### config.mk
export PLATFORM = sky130hd
export DESIGN_NAME = lru_key_value_cache
export DESIGN_NICKNAME = d
export VERILOG_FILES = /design/src/lru_kvc_pkg.sv /design/src/lru_kvc_match.sv /design/src/lru_key_value_cache.sv
export SDC_FILE = /design/constraint.sdc
export NUM_CORES = 2
export LEC_CHECK = 0
export BUFFER_PORTS_ARGS = -buffer_cell sky130_fd_sc_hd__buf_2
export CORE_ASPECT_RATIO = 1.25
export CORE_MARGIN = 2
export CORE_UTILIZATION = 35
export CTS_BUF_LIST = sky130_fd_sc_hd__clkbuf_16
export CTS_CLUSTER_DIAMETER = 80
export DETAILED_ROUTE_END_ITERATION = 10
export PLACE_DENSITY = 0.53
export SLEW_MARGIN = 30
export SYNTH_ARGS = -nofsm -noshare
export SYNTH_HDL_FRONTEND = slang
export SYNTH_HIERARCHICAL = 1
export SYNTH_SLANG_ARGS = --single-unit
### constraint.sdc
create_clock -name clk -period 6.1 [get_ports clk]
set_input_delay 0.915 -clock clk [delete_from_list [all_inputs] [get_ports clk]]
set_output_delay 0.915 -clock clk [all_outputs]
set_load 0.005 [all_outputs]
### src/lru_kvc_pkg.sv
package lru_kvc_pkg;

  localparam int ENTRIES_DEF = 16;
  localparam int ENTRIES_MAX = 64;
  localparam int SLOT_W_MAX  = 6;
  localparam int KEY_W       = 32;
  localparam int VAL_W       = 32;
  localparam int CAP_W       = 5;

  localparam logic [CAP_W-1:0] CAP_RESET = 5'd16;

  localparam logic OP_GET = 1'b0;
  localparam logic OP_PUT = 1'b1;

  localparam logic [VAL_W-1:0] MISS_VALUE = '1;

  typedef struct packed {
    logic                    opcode;
    logic signed [KEY_W-1:0] key;
    logic signed [VAL_W-1:0] value;
  } req_t;

  typedef struct packed {
    logic                    hit;
    logic signed [VAL_W-1:0] read_value;
  } rsp_t;

  typedef struct packed {
    logic                  hit;
    logic [SLOT_W_MAX-1:0] hit_idx;
    logic                  free_ok;
    logic [SLOT_W_MAX-1:0] free_idx;
    logic                  victim_ok;
    logic [SLOT_W_MAX-1:0] victim_idx;
  } lookup_t;

endpackage

### src/lru_kvc_match.sv
module lru_kvc_match #(
  parameter int ENTRIES = lru_kvc_pkg::ENTRIES_DEF
) (
  input  logic [ENTRIES-1:0][lru_kvc_pkg::KEY_W-1:0] key_tbl,
  input  logic [ENTRIES-1:0]                         valid,
  input  logic [ENTRIES-1:0][((ENTRIES > 1) ? $clog2(ENTRIES) : 1)-1:0] rank,
  input  logic [$clog2(ENTRIES+1)-1:0]               count,
  input  logic [lru_kvc_pkg::KEY_W-1:0]              key,
  output lru_kvc_pkg::lookup_t                       lk
);

  localparam int RANK_W = (ENTRIES > 1) ? $clog2(ENTRIES) : 1;
  localparam int CNT_W  = $clog2(ENTRIES + 1);

  logic [RANK_W-1:0] victim_rank;

  // oldest valid entry holds rank count-1
  assign victim_rank = RANK_W'(count - CNT_W'(1));

  always_comb begin
    lk = '0;
    for (int i = 0; i < ENTRIES; i++) begin
      if (valid[i] && key_tbl[i] == key) begin
        lk.hit     = 1'b1;
        lk.hit_idx = lru_kvc_pkg::SLOT_W_MAX'(i);
      end
    end
    for (int i = ENTRIES - 1; i >= 0; i--) begin
      if (!valid[i]) begin
        lk.free_ok  = 1'b1;
        lk.free_idx = lru_kvc_pkg::SLOT_W_MAX'(i);
      end
    end
    for (int i = ENTRIES - 1; i >= 0; i--) begin
      if (valid[i] && rank[i] == victim_rank) begin
        lk.victim_ok  = 1'b1;
        lk.victim_idx = lru_kvc_pkg::SLOT_W_MAX'(i);
      end
    end
  end

endmodule

### src/lru_key_value_cache.sv
// LRU key-value cache, fully associative, parallel key compare.
// The start beat and request are registered, then done and rsp are registered from that stage.
// Throughput: one access per cycle; busy stays low, the receiver cannot stall.
// Reset (rst, synchronous): valid marks, ranks, fill count cleared,
// capacity back to 16; stored keys/values are not cleared.
module lru_key_value_cache #(
  parameter int ENTRIES = lru_kvc_pkg::ENTRIES_DEF
) (
  input  logic                             clk,
  input  logic                             rst,
  input  logic                             start,
  output logic                             busy,
  input  lru_kvc_pkg::req_t                req,
  output logic                             done,
  output lru_kvc_pkg::rsp_t                rsp,
  input  logic                             cfg_we,
  input  logic [lru_kvc_pkg::CAP_W-1:0]    cfg_wdata
);

  localparam int RANK_W = (ENTRIES > 1) ? $clog2(ENTRIES) : 1;
  localparam int IDX_W  = RANK_W;
  localparam int CNT_W  = $clog2(ENTRIES + 1);
  localparam int LIM_W  = (CNT_W > lru_kvc_pkg::CAP_W) ? CNT_W : lru_kvc_pkg::CAP_W;

  logic                                       s_valid;
  lru_kvc_pkg::req_t                          s_req;
  logic [lru_kvc_pkg::CAP_W-1:0]              capacity;
  logic [CNT_W-1:0]                           count, count_next;
  logic [ENTRIES-1:0]                         valid, valid_next;
  logic [ENTRIES-1:0][RANK_W-1:0]             rank, rank_next;
  logic [ENTRIES-1:0][lru_kvc_pkg::KEY_W-1:0] keys;
  logic [ENTRIES-1:0][lru_kvc_pkg::VAL_W-1:0] values;
  lru_kvc_pkg::rsp_t                          rsp_next;
  lru_kvc_pkg::lookup_t                       lk;

  logic              val_we, key_we;
  logic [IDX_W-1:0]  wr_idx, hit_idx, slot;
  logic [RANK_W-1:0] old_rank;
  logic [LIM_W-1:0]  limit, cap_ext;
  logic              room;

  assign busy = 1'b0;

  lru_kvc_match #(.ENTRIES(ENTRIES)) u_match (
    .key_tbl (keys),
    .valid   (valid),
    .rank    (rank),
    .count   (count),
    .key     (s_req.key),
    .lk      (lk)
  );

  assign cap_ext  = LIM_W'(capacity);
  assign hit_idx  = lk.hit_idx[IDX_W-1:0];
  assign old_rank = rank[hit_idx];

  always_comb begin
    if (capacity == '0) begin
      limit = LIM_W'(1);
    end else if (cap_ext > LIM_W'(ENTRIES)) begin
      limit = LIM_W'(ENTRIES);
    end else begin
      limit = cap_ext;
    end
  end

  assign room = (LIM_W'(count) < limit) && lk.free_ok;

  always_comb begin
    if (room) begin
      slot = lk.free_idx[IDX_W-1:0];
    end else if (lk.victim_ok) begin
      slot = lk.victim_idx[IDX_W-1:0];
    end else begin
      slot = '0;
    end
  end

  always_comb begin
    valid_next = valid;
    rank_next  = rank;
    count_next = count;
    val_we     = 1'b0;
    key_we     = 1'b0;
    wr_idx     = slot;
    rsp_next   = '0;
    if (s_valid) begin
      if (lk.hit) begin
        // promote: younger entries age by one
        for (int i = 0; i < ENTRIES; i++) begin
          if (valid[i] && IDX_W'(i) != hit_idx && rank[i] < old_rank) begin
            rank_next[i] = rank[i] + RANK_W'(1);
          end
        end
        rank_next[hit_idx] = '0;
        rsp_next.hit       = 1'b1;
        wr_idx             = hit_idx;
        if (s_req.opcode == lru_kvc_pkg::OP_PUT) begin
          val_we = 1'b1;
        end else begin
          rsp_next.read_value = values[hit_idx];
        end
      end else if (s_req.opcode == lru_kvc_pkg::OP_GET) begin
        rsp_next.read_value = lru_kvc_pkg::MISS_VALUE;
      end else begin
        for (int i = 0; i < ENTRIES; i++) begin
          if (valid[i] && IDX_W'(i) != slot) begin
            rank_next[i] = rank[i] + RANK_W'(1);
          end
        end
        valid_next[slot] = 1'b1;
        rank_next[slot]  = '0;
        val_we           = 1'b1;
        key_we           = 1'b1;
        if (room || !lk.victim_ok) begin
          count_next = count + CNT_W'(1);
        end
      end
    end
  end

  always_ff @(posedge clk) begin
    if (rst) begin
      s_valid  <= 1'b0;
      done     <= 1'b0;
      capacity <= lru_kvc_pkg::CAP_RESET;
      count    <= '0;
      valid    <= '0;
      rank     <= '0;
    end else begin
      s_valid <= start && !busy;
      done    <= s_valid;
      if (cfg_we) begin
        capacity <= cfg_wdata;
      end
      count <= count_next;
      valid <= valid_next;
      rank  <= rank_next;
    end
  end

  always_ff @(posedge clk) begin
    if (start && !busy) begin
      s_req <= req;
    end
    rsp <= rsp_next;
    if (val_we) begin
      values[wr_idx] <= s_req.value;
    end
    if (key_we) begin
      keys[wr_idx] <= s_req.key;
    end
  end

endmodule

==> impl_metrics.csv <==
group,metric,value,unit
outcome,status,"complete, no violations",
floorplan,num_io_pins,109,
critical_path,startpoint,"s_req[53]$_DFFE_PP_",
critical_path,worstPathArrival,6.57,ns
power_and_ir_drop,pwr_density_cell,279,nW/um2
floorplan,start_util,0.352,
cts,cts_tree,"yes",
cts,numCtsBuffers,131,
cts,clockRootBuffer,"clkbuf_16",
drt,vias,32300,
cells_and_area,fin_nets,4038,
cells_and_area,post-route-util,0.416,
drt,drtIter0Drc,2664,
job,drv_cap,0,
logic_synthesis,syn_avg_cell_area,15.3,um2
place,numPortBuffers,107,
critical_path,setup.worst_path.start_class,"flip-flop",
cts,cts_max_level,4,
drt,wire_per_inst,24.9,um
drt,postRouteAntennaNets,0,
drt,vias_per_cell,5.36,
grt,grt_pass1_vias,32500,
cells_and_area,fin_cells,6036,
critical_path,r2r-start,"s_req[53]$_DFFE_PP_",
power_and_ir_drop,ir_drop,0.302,mV
place,dp.cells,5774,
timing,fin_crit,5.93,ns
cts,cts.path.max_buffers,3,
critical_path,cp_max_fo,8,
floorplan,dieWidth,356,um
drt,drc_errors,0,
cells_and_area,drive_gt1_frac,0.227,
worst_hold_path,worstHoldPathCells,1,
timing,setup_ws,0.172,ns
floorplan,coreArea,154000,um2
place,place.detailed.hpwl,95200,um
cells_and_area,syn2layout_area_growth,18.0,%
worst_hold_path,hold_class,"primary input to flip-flop",
cells_and_area,fillCellCount,14000,
logic_synthesis,synth_warnings,6,
grt,grt-ovfl-total,0,
grt,antenna_found_initial,6,
logic_synthesis,netlist_instances,3540,
timing,finalMaxSlewViolations,0,
timing,finalHoldViolCount,0,
cts,cts_sinks,1214,
timing,setup_viol,0,
grt,grt_max_degree,129,
critical_path,end_kind,"flip-flop",
logic_synthesis,syn-cell-area,54100,um2
place,place.gp.congestion,0.887,
critical_path,crit_type,"flip-flop to flip-flop",
critical_path,cp.required,6.74,ns
cts,path_clk_slew,0.06,ns
power_and_ir_drop,power.leakage,20.5,nW
floorplan,die-area,158000,um2
floorplan,dieHeight,444,um
logic_synthesis,syn_nets,3684,
grt,grt_pass1_wl,222000,um
power_and_ir_drop,power.total,17.8,mW
timing,min_period_over_period,0.972,
cts,holdBufCountCts,0,
grt,track_usage,0.190,
drt,drt-total-wl,150000,um
worst_hold_path,worstHoldStart,"req[24]",
critical_path,r2r_cells,23,
timing,fmax,0.169,GHz
timing,rsz0062_at_grt,"yes",
timing,fin_worst_skew,0.0298,ns
cts,clk_latency,0.77,ns
floorplan,num_rows,161,
timing,tightestPinTransition,1.01,ns
place,pre_cts_ws,-0.224,ns
drt,dr.pass1.iters,5,
timing,max_slew_margin,0.319,
[sequential cells by signal, summed over array words and instances, names as in the netlist]
register and cells:
done 1, valid 16, s_valid 1, rsp 33, s_req 65, values 512
cap_ext 5, count 5, keys 512, rank 64
[critical path, stage by stage, from the launching register on]
cell and delay [ns]:
edfxtp_1 0.53, buf_6 0.18, xnor2_2 0.14, nand4_1 0.20, nor4_4 0.37, nand4_1 0.13, or4_4 0.56, a21boi_1 0.16
o21ai_2 0.21, a21oi_2 0.12, o221ai_4 0.23, buf_12 0.15, clkbuf_16 0.15, mux4_2 0.52, mux4_2 0.50, clkinvlp_4 0.15
buf_12 0.15, ha_1 0.24, o211ai_1 0.10, nand4_1 0.18, o21a_1 0.22, o21ai_0 0.24, a21oi_1 0.11, o221a_2 0.27
[layout by cell type (no fill, tap or decap), types with 10 or more instances in the layout]
cell type  instances
edfxtp_1        1089
xnor2_1          426
buf_4            225
mux4_2           179
nand4_1          159
xor2_1           158
nand2_1          144
nor2_1           143
clkbuf_16        136
dfxtp_1          125
buf_2            105
inv_1             85
nand3_1           83
buf_12            70
ha_1              69
o21ai_0           61
nor3_1            55
a21oi_1           53
nor4_1            49
a31oi_1           39
o211ai_1          35
clkinv_1          32
and3_1            27
nor2b_1           26
and2_1            17
clkinv_2          17
nor2_4            16
nand2b_1          14
a211oi_1          14
o22ai_1           13
a31o_2            11
mux2i_1           11
o31ai_1           11
a221oi_1          11
nand4b_1          11
or3_1             10
or4_1             10
o221a_2           10
xnor2_2           10
[routing by layer]
layer  part of all wire  track usage
met1               0.43        0.252
met2               0.50        0.321
met3              0.048       0.0298
met4              0.024       0.0525
met5           0.000087            0
[repair_timing]
item                       CTS  global route
buffers inserted             3            20
setup endpoints to repair   37            62
gates resized for setup      6            49
pin swaps                    0            26
hold endpoints to repair     0             0
gates cloned                 0             1
[final cells by class]
class / instances / area, um2 / area share
multi-input cells: 2078 / 18100 / 0.283
clock buffers: 135 / 3380 / 0.0529
flip-flops and latches: 1214 / 35200 / 0.551
well taps: 2037 / 2550 / 0.0399
repair buffers: 409 / 3730 / 0.0584
inverters: 60 / 236 / 0.00370
diodes: 2 / 5.00 / 0.0000784
clock inverters: 101 / 667 / 0.0104
[final timing paths]
| check | endpoint | slack, ns |
|---|---|---|
| max | rank[23]$_SDFFE_PP0P_ | 0.17 |
| min reg2reg | count[4]$_SDFFE_PP0P_ | 0.52 |
| min | s_req[24]$_DFFE_PP_ | 0.32 |
| max reg2reg | rank[23]$_SDFFE_PP0P_ | 0.17 |
[power breakdown]
part	switching, mW	internal [mW]
clock network	3.32	4.24
logic	0.577	0.365
registers	0.108	9.19
total	4.01	13.8
[per-stage QoR]
step	hold slack (ns)	setup TNS [ns]	cell area (um2)
global placement	0.511	-1.99	59300
CTS	0.263	0	63400
global route	0.283	-0.339	63900
finish	0.324	0	63900
floorplan	0.484	-40.47	54200
detailed placement	0.519	-2.80	59300
Note: power is estimated with default switching activity, not from simulation.
